### src/hdl/frsc_pkg.sv
`default_nettype none
// ---------------------------------------------------------------------------
// frsc_pkg
// Shared types and constants of the frame receiver with additive checksum.
// ---------------------------------------------------------------------------
package frsc_pkg;

  localparam int unsigned BYTE_W   = 8;
  localparam int unsigned KIND_W   = 3;
  localparam int unsigned CFG_IDX_W = 1;

  localparam logic [BYTE_W-1:0] HEADER_RESET   = 8'd90;
  localparam logic [BYTE_W-1:0] ID_LIMIT_RESET = 8'd8;

  localparam logic [CFG_IDX_W-1:0] CFG_HEADER_BYTE = 1'b0;
  localparam logic [CFG_IDX_W-1:0] CFG_ID_LIMIT    = 1'b1;

  typedef enum logic [2:0] {
    PH_HUNT  = 3'd0,
    PH_ID    = 3'd1,
    PH_LEN   = 3'd2,
    PH_DATA  = 3'd3,
    PH_CHECK = 3'd4
  } phase_t;

  typedef enum logic [KIND_W-1:0] {
    KIND_IGNORED = 3'd0,
    KIND_HEADER  = 3'd1,
    KIND_ID      = 3'd2,
    KIND_LENGTH  = 3'd3,
    KIND_PAYLOAD = 3'd4,
    KIND_GOOD    = 3'd5,
    KIND_BAD     = 3'd6,
    KIND_REJECT  = 3'd7
  } kind_t;

  typedef struct packed {
    kind_t             kind;
    logic [BYTE_W-1:0] pbyte;
    logic [BYTE_W-1:0] pidx;
    logic [BYTE_W-1:0] fid;
    logic [BYTE_W-1:0] flen;
  } result_t;

endpackage : frsc_pkg
`default_nettype wire

### src/hdl/frame_receiver_sum_check_core.sv
`default_nettype none
// ---------------------------------------------------------------------------
// frame_receiver_sum_check_core
// Byte-serial deframer for header, id, length, payload and 8-bit sum check.
// ---------------------------------------------------------------------------
// One received word in gives one result word out, one per clock cycle
// sustained while out_tready stays high; the result is registered in the
// result register that the per-byte state update feeds. A skid register
// behind the result register lets one more byte in while a result waits,
// so a stall on the output side drops in_tready only after two results are
// held. Configuration writes take effect from the next byte on.
// ---------------------------------------------------------------------------
module frame_receiver_sum_check_core
  import frsc_pkg::*;
(
  input  wire logic                  clk,
  input  wire logic                  rst_n,
  input  wire logic                  cfg_wr_en,
  input  wire logic [CFG_IDX_W-1:0]  cfg_index,
  input  wire logic [BYTE_W-1:0]     cfg_wr_data,
  input  wire logic                  in_tvalid,
  output logic                       in_tready,
  input  wire logic [BYTE_W-1:0]     in_tdata,   // [7:0] rx_byte
  output logic                       out_tvalid,
  input  wire logic                  out_tready,
  output logic [4*BYTE_W-1:0]        out_tdata,  // [7:0] payload_byte, [15:8] payload_index,
                                                 // [23:16] frame_id, [31:24] frame_length
  output logic [KIND_W-1:0]          out_tuser   // [2:0] byte_kind
);

  logic [BYTE_W-1:0] header_r, limit_r;
  phase_t            phase_r, phase_nxt;
  logic [BYTE_W-1:0] id_r, id_nxt;
  logic [BYTE_W-1:0] len_r, len_nxt;
  logic [BYTE_W-1:0] cnt_r, cnt_nxt;
  logic [BYTE_W-1:0] sum_r, sum_nxt;
  logic [BYTE_W-1:0] cnt_inc;
  logic [BYTE_W-1:0] sum_add;
  result_t           res;
  result_t           out_r, skid_r;
  logic              out_valid_r, skid_valid_r;
  logic              acc, out_free;

  assign in_tready = !skid_valid_r;
  assign acc       = in_tvalid && in_tready;
  assign out_free  = !out_valid_r || out_tready;
  assign cnt_inc   = cnt_r + 8'd1;
  assign sum_add   = sum_r + in_tdata;

  // next state
  always_comb begin
    phase_nxt = PH_HUNT;
    case (phase_r)
      PH_ID:    phase_nxt = (in_tdata < limit_r) ? PH_LEN : PH_HUNT;
      PH_LEN:   phase_nxt = (in_tdata == '0) ? PH_CHECK : PH_DATA;
      PH_DATA:  phase_nxt = (cnt_inc >= len_r) ? PH_CHECK : PH_DATA;
      PH_CHECK: phase_nxt = PH_HUNT;
      default:  phase_nxt = (in_tdata == header_r) ? PH_ID : PH_HUNT;
    endcase
  end

  // result and datapath updates
  always_comb begin
    id_nxt    = id_r;
    len_nxt   = len_r;
    cnt_nxt   = cnt_r;
    sum_nxt   = sum_r;
    res.kind  = KIND_IGNORED;
    res.pbyte = '0;
    res.pidx  = '0;
    res.fid   = '0;
    res.flen  = '0;
    case (phase_r)
      PH_ID: begin
        if (in_tdata < limit_r) begin
          id_nxt   = in_tdata;
          sum_nxt  = sum_add;
          res.kind = KIND_ID;
        end else begin
          res.kind = KIND_REJECT;
        end
        res.fid = in_tdata;
      end
      PH_LEN: begin
        len_nxt  = in_tdata;
        sum_nxt  = sum_add;
        res.kind = KIND_LENGTH;
        res.fid  = id_r;
        res.flen = in_tdata;
      end
      PH_DATA: begin
        cnt_nxt   = cnt_inc;
        sum_nxt   = sum_add;
        res.kind  = KIND_PAYLOAD;
        res.pbyte = in_tdata;
        res.pidx  = cnt_r;
        res.fid   = id_r;
        res.flen  = len_r;
      end
      PH_CHECK: begin
        res.kind = (sum_r == in_tdata) ? KIND_GOOD : KIND_BAD;
        res.fid  = id_r;
        res.flen = len_r;
      end
      default: begin
        if (in_tdata == header_r) begin
          id_nxt   = '0;
          len_nxt  = '0;
          cnt_nxt  = '0;
          sum_nxt  = in_tdata;
          res.kind = KIND_HEADER;
        end
      end
    endcase
  end

  always_ff @(posedge clk) begin
    if (!rst_n) begin
      header_r <= HEADER_RESET;
      limit_r  <= ID_LIMIT_RESET;
    end else if (cfg_wr_en) begin
      case (cfg_index)
        CFG_HEADER_BYTE: header_r <= cfg_wr_data;
        CFG_ID_LIMIT:    limit_r  <= cfg_wr_data;
        default: ;
      endcase
    end
  end

  always_ff @(posedge clk) begin
    if (!rst_n) begin
      phase_r <= PH_HUNT;
      id_r    <= '0;
      len_r   <= '0;
      cnt_r   <= '0;
      sum_r   <= '0;
    end else if (acc) begin
      phase_r <= phase_nxt;
      id_r    <= id_nxt;
      len_r   <= len_nxt;
      cnt_r   <= cnt_nxt;
      sum_r   <= sum_nxt;
    end
  end

  // output register with skid stage
  always_ff @(posedge clk) begin
    if (!rst_n) begin
      out_valid_r  <= 1'b0;
      skid_valid_r <= 1'b0;
    end else if (out_free) begin
      out_valid_r  <= skid_valid_r || acc;
      skid_valid_r <= 1'b0;
    end else if (acc) begin
      skid_valid_r <= 1'b1;
    end
  end

  always_ff @(posedge clk) begin
    if (out_free) begin
      out_r <= skid_valid_r ? skid_r : res;
    end
    if (!out_free && acc) begin
      skid_r <= res;
    end
  end

  assign out_tvalid = out_valid_r;
  assign out_tdata  = {out_r.flen, out_r.fid, out_r.pidx, out_r.pbyte};
  assign out_tuser  = out_r.kind;

  a_skid_behind_out: assert property (@(posedge clk) disable iff (!rst_n)
    skid_valid_r |-> out_valid_r)
    else $error("skid register holds a word while output is empty");

  a_accept_shows: assert property (@(posedge clk) disable iff (!rst_n)
    (acc && !skid_valid_r) |=> out_valid_r)
    else $error("accepted word did not reach the output");

  a_index_in_range: assert property (@(posedge clk) disable iff (!rst_n)
    (out_valid_r && out_r.kind == KIND_PAYLOAD) |-> (out_r.pidx < out_r.flen))
    else $error("payload index beyond declared length");

  a_count_below_len: assert property (@(posedge clk) disable iff (!rst_n)
    (phase_r == PH_DATA) |-> (cnt_r < len_r))
    else $error("payload count reached length while still in payload");

endmodule : frame_receiver_sum_check_core
`default_nettype wire
### config.mk
export PLATFORM = sky130hd
export DESIGN_NAME = frame_receiver_sum_check_core
export DESIGN_NICKNAME = d
export VERILOG_FILES = /design/src/hdl/frsc_pkg.sv /design/src/hdl/frame_receiver_sum_check_core.sv
export SDC_FILE = /design/constraint.sdc
export NUM_CORES = 1
export LEC_CHECK = 0
export BUFFER_PORTS_ARGS = -buffer_cell sky130_fd_sc_hd__buf_2
export CORE_ASPECT_RATIO = 1.25
export CORE_MARGIN = 4
export CORE_UTILIZATION = 53
export CTS_CLUSTER_SIZE = 28
export DETAILED_ROUTE_END_ITERATION = 16
export PLACE_DENSITY = 0.76
export SYNTH_ARGS = -nofsm -noshare
export SYNTH_HDL_FRONTEND = slang
export SYNTH_SLANG_ARGS = --single-unit
### constraint.sdc
create_clock -name clk -period 3.3 [get_ports clk]
set_clock_uncertainty 0.15 [all_clocks]
set_input_delay 0 -clock clk [delete_from_list [all_inputs] [get_ports clk]]
set_output_delay 0 -clock clk [all_outputs]
set_load 0.02 [all_outputs]
### Word level (Yosys, flattened, before mapping)

Cells that the tools add are included.

| cells by class | value |
|---|---|
| equality and inequality tests | 7 |
| $lt $le $gt $ge | 2 |
| mux-type cells | 20 |
| reduce and logical (&&, ||, !) cells | 24 |
| add/subtract/negate cells | 2 |
| bitwise operators | 6 |

Operators with widths:

| operator | count |
|---|---|
| one-hot mux 8 bit (2 select lines) | 5 |
| 2-to-1 mux 35 bit | 1 |
| 2-to-1 mux 8 bit | 4 |
| one-hot mux 3 bit (4 select lines) | 2 |
| one-hot mux 8 bit (3 select lines) | 1 |
| == test 8 bit | 2 |
| 2-to-1 mux 16 bit | 1 |
| 2-to-1 mux 3 bit | 3 |
| OR reduction 3 bit | 3 |
| adder 8 x 1 -> 8 bit (second input constant) | 1 |
| adder 8 bit | 1 |
| greater-or-equal comparator 8 bit | 1 |
| logical NOT 8 bit | 1 |
| < comparator 8 bit | 1 |
| AND reduction 4 bit | 2 |
| == test 3 x 2 -> 1 bit (second input constant) | 2 |
| inverter 1 bit | 6 |
| AND reduction 3 bit | 2 |
| nonzero test 2 bit | 3 |
| OR reduction 2 bit | 3 |
| 2-to-1 mux 2 bit | 2 |
| AND reduction 2 bit | 2 |
| == test 3 x 1 -> 1 bit (second input constant) | 1 |
| == test 3 bit (second input constant) | 1 |
| other kinds (6) | 10 |

| word-level totals | value |
|---|---|
| output and inout bits | 37 |
| bits of input ports | 22 |
| register bits | 123 |
| logic and storage cells | 80 |

### Depth between registers and ports, before layout

| logic depth | value |
|---|---|
| depth in word-level cells | 4 |
| gate-level depth with buffers | 10 |
| gate-level depth less buffers | 10 |

### Worst setup path before layout

Ideal clock, no wire load.

| path | value |
|---|---|
| kind | reg2reg |
| start point | register out_valid_r, in the netlist out_tvalid |
| end point | register skid_r[0] (netlist bit), enable pin |
| library setup time | 0.427 ns |
| arrival time | 2.911 ns |
| buffers on the path | 0 |
| data required time | 2.723 ns |
| clock period less this slack | 3.488 ns |
| path slack | -0.188 ns |
| cell stages (with the launch flop) | 3 |
| path through | dfxtp_1 > nand2b_1 > nor2_1 |

| on the way | value |
|---|---|
| longest elaborated chain between the ends | 4 |

RTL lines:

| what | line | RTL |
|---|---|---|
| start: declaration | frame_receiver_sum_check_core.sv:41 | `logic out_valid_r, skid_valid_r;` |
| start signal: assignment | frame_receiver_sum_check_core.sv:152 | `out_valid_r <= skid_valid_r \|\| acc;` |
| logical NOT 1 bit | frame_receiver_sum_check_core.sv:46 | `assign out_free = !out_valid_r \|\| out_tready;` |
| logical OR 1 bit | frame_receiver_sum_check_core.sv:46 |  |
| via out_free | frame_receiver_sum_check_core.sv:42 | `logic acc, out_free;` |
| logical NOT 1 bit | frame_receiver_sum_check_core.sv:163 | `if (!out_free && acc) begin` |
| logical AND 1 bit | frame_receiver_sum_check_core.sv:163 |  |
| end signal: assignment | frame_receiver_sum_check_core.sv:164 | `skid_r <= res;` |
| end: declaration | frame_receiver_sum_check_core.sv:40 | `result_t out_r, skid_r;` |

The timed path passes the listed nets, and every way through them passes these cells.
A chain may end at the register's enable or synchronous reset.

### Worst setup path in the final report

| path | value |
|---|---|
| start point | register phase_r[0] |
| end point | register cnt_r[0] |

| on the way | value |
|---|---|
| longest elaborated chain between the ends | 4 |
| elaborated cells on any way between the ends | 9 |
| those cells by class | eq/ne: 4; mux: 1; bitwise: 1; reduce/logical: 3 |

RTL lines:

| what | line | RTL |
|---|---|---|
| start: declaration | frame_receiver_sum_check_core.sv:32 | `phase_t phase_r, phase_nxt;` |
| start signal: assignment | frame_receiver_sum_check_core.sv:138 | `phase_r <= phase_nxt;` |
| == test 3 bit (tied with other cells) | frame_receiver_sum_check_core.sv:73 | `case (phase_r)` |
| OR reduction 3 bit (no line) | -- |  |
| inverter 1 bit (no line) | -- |  |
| AND reduction 3 bit (no line) | -- |  |
| end signal: assignment | frame_receiver_sum_check_core.sv:141 | `cnt_r <= cnt_nxt;` |
| end: declaration | frame_receiver_sum_check_core.sv:35 | `logic [BYTE_W-1:0] cnt_r, cnt_nxt;` |

Several ways; a longest one is shown, not always the timed one.

==> impl_metrics.yaml <==
run_status:
  status: "completed"
synthesis:
  netlist_instances: 543
  synth_ff_type: "edfxtp_1"
  yosys_warnings: 0
  synth-simple-area-share_pct: 14.0
  synth_area_leaders: "edfxtp_1 35%, dfxtp_1 18%, mux2_2 6.6%, ha_1 4.8%, nand2_1 3.3%"
  synth_top_area_cell: "edfxtp_1"
  yosysTopAreaCellShare_pct: 35.4
  yosys.area_share.adder_pct: 5.18
  synth_edf_count: 70
  ys_types: 58
  synth_area_per_cell_um2: 10.9
  synthXorXnorAreaFrac_pct: 2.80
  synth-compound-area-share_pct: 12.3
  netlist_area_mm2: 0.00594
  yosysSeqAreaShare_pct: 53.2
  async_flop_share_pct: 0
  syn_nets: 589
  synth_top_family_by_area: "simple AND/OR/NAND/NOR gates"
  synth_mux_area_share_pct: 8.82
  synth_seq_cells: 123
drt:
  drtPass1Iterations: 5
  antenna_left: 0
  wl_per_cell_um: 17.1
  route.detailed.drc: 0
  routed_wl_um: 13300
  drt_iter0_markers: 323
  vias: 4436
  vias_per_cell: 5.71
worst_setup_path:
  startpoint_type: "flip-flop"
  r2r_slack_ns: 0.60
  cp.required_ns: 3.48
  critical_path_class: "flip-flop to flip-flop"
  r2r_end: "cnt_r[0]$_SDFFE_PN0P_"
  timing.rr.start: "phase_r[0]$_SDFFE_PN0P_"
  arrival_ns: 2.88
  critPathCaptureType: "flip-flop"
  path_max_fanout: 19
  ff2ff_path_depth: 6
global_routing:
  grt_pass1_wl_um: 21800
  grt_pass1_vias: 4463
  grt_max_degree: 38
  grt.overflow.total: 0
  grt_usage_pct: 21.8
  antenna_found_initial: 0
cells_and_area:
  nFillCells: 753
  area_growth_pct: 22.7
  n_antenna_cell: 0
  finalNonFillerCells: 777
  fin_nets: 678
  drive_above_1_share_pct: 21.9
  multi_input_area_mm2: 0.00257
  ff_latch_area_mm2: 0.00316
  final_area_mm2: 0.00729
place:
  dpl.cell_count: 711
  pre_cts_ws_ns: 0.674
  portBuffers: 58
  place_area_mm2: 0.00631
  gp_congestion: 0.917
  dp_hpwl_um: 8660
clock_tree:
  clockRootBuffer: "clkbuf_16"
  cts_resized: 0
  clock_path_buffers: 2
  cts_tree: "yes"
  insertion_delay_ns: 0.42
  cts.sinks: 123
  htree_levels: 4
  path_clk_slew_ns: 0.06
  numCtsBuffers: 17
floorplan:
  start_util_pct: 55.2
  dieArea_mm2: 0.0130
  coreArea_mm2: 0.0108
  row_count: 42
  pin_count: 59
  dieHeight_um: 126
  die_w_um: 103
pwr:
  power.density_mw_per_mm2: 572
  totalPowerFinal_mw: 4.17
  vdd_drop_max_mv: 0.374
  power_leakage_nw: 3.03
timing:
  fmax_ghz: 0.370
  setup_violations: 0
  timing.setup.tns_ns: 0
  relSlewSlack_pct: 39.6
  maxSlewViolCount: 0
  min_period_ns: 2.70
  period_share_pct: 81.9
  setup_ws_ns: 0.596
  worst_slew_pin_slew_ns: 0.898
  hold_violations: 0
  rsz0062_at_grt: "false"
worst_hold_path:
  min_to: "limit_r[1]$_SDFFE_PN0P_"
  worstHoldPathCells: 4
  worstHoldStart: "cfg_wr_data[1]"
  hp-class: "input pin to flip-flop"
job:
  cap_violations: 0
worst max-delay path, cell delays in order, from the launching register on:
cell and delay, ns:
dfxtp_1 0.58, and3b_1 0.62, a21o_1 0.37, nor2_2 0.10, a21oi_1 0.34, nor2_1 0.16
a211oi_1 0.29
synthesized netlist by cell type, drive strengths merged, types with 6 or more instances:
master,count
edfxtp,70
dfxtp,53
nand2,53
nor2,45
mux2,35
a21oi,24
and2,23
ha,23
inv,21
nand3,20
o21ai,18
clkbuf,16
xnor2,15
mux2i,13
a21o,12
buf,11
nor3,9
a22o,8
a22oi,8
a211oi,7
nand2b,7
o31ai,6
registers in the layout, summed over array words and instances, names as in the netlist:
signal,count
phase_r,3
out_tuser,3
skid_r,35
limit_r,8
id_r,8
skid_valid_r,1
header_r,8
sum_r,8
len_r,8
out_tdata,32
cnt_r,8
out_tvalid,1
logic make-up after synthesis:
logic type,count (synthesis)
xor gates and xnor gates,19
muxes,48
AOI/OAI and AO/OA,105
adders and majority gates,24
and+or+nand+nor,175
DFF,123
buffers and inverters,49
cells in the final DEF (no fill, tap or decap), types with 4 or more instances in the layout:
cell type      count
dfxtp_1           53
buf_2             58
mux2_2            35
nor2b_1            4
and2_1            23
a211oi_1           6
nor3_1             9
xnor2_1           15
nand2_1           53
bufinv_16          5
buf_4              5
o21ai_0           17
dlygate4sd3_1     34
a21o_1            12
nor2_1            43
nand3_1           20
a22o_1             8
mux2i_1           13
nand2b_1           5
a21oi_1           24
inv_1             20
edfxtp_1          70
a22oi_1            8
o31ai_1            6
ha_1              23
clkbuf_16         17
xor2_1             4
area by class of cell:
cell class              instances  area share [%]
well taps                     132            2.27
multi-input cells             371            35.2
repair buffers                 97            9.16
inverters                      22            1.13
clock inverters                12            2.69
flip-flops and latches        123            43.4
clock buffers                  20            6.13
layer usage:
layer | part of all wire (%) | vias up | GRT usage (%)
met3 | 4.8 | 47 | 4.89
met2 | 52 | 139 | 38.3
met1 | 40 | 2110 | 24.4
met4 | 3.6 | 0 | 10.9
li1 | - | 2140 | -
met5 | 0 | - | 0
metrics by stage:
stage	hold WS, ns	utilization (%)
2_1_floorplan	-0.0260	-
3_3_place_gp	0.0910	58.5
3_5_place_dp	0.0939	58.5
4_1_cts	0.242	67.7
5_1_grt	0.279	67.7
6_report	0.261	67.7
worst max path at each step:
stage | start | to | slack [ns] | depth (start not counted)
after floorplan | out_tvalid$_SDFFE_PN0P_ | skid_r[0]$_DFFE_PP_ | 0.38 | 2
after global placement | phase_r[2]$_SDFFE_PN0P_ | out_tdata[22]$_DFFE_PP_ | 0.76 | 5
after detailed placement | phase_r[0]$_SDFFE_PN0P_ | cnt_r[0]$_SDFFE_PN0P_ | 0.67 | 6
after CTS | phase_r[0]$_SDFFE_PN0P_ | cnt_r[0]$_SDFFE_PN0P_ | 0.64 | 6
after global routing | phase_r[0]$_SDFFE_PN0P_ | cnt_r[0]$_SDFFE_PN0P_ | 0.39 | 6
final | phase_r[0]$_SDFFE_PN0P_ | cnt_r[0]$_SDFFE_PN0P_ | 0.60 | 6
where the power goes:
part / switching [mW] / total [mW] / internal [mW]
registers: 0.0309 / 1.73 / 1.70
clock network: 0.662 / 2.02 / 1.36
logic: 0.255 / 0.428 / 0.172
total: 0.949 / 4.17 / 3.22
timing repair:
| action | 4_1_cts | 5_1_grt |
|---|---|---|
| hold buffers | 34 | 0 |
| buffers inserted | 0 | 0 |
| endpoints found under the hold margin | 52 | 0 |
No activity file was read; power rests on OpenSTA's default activity.
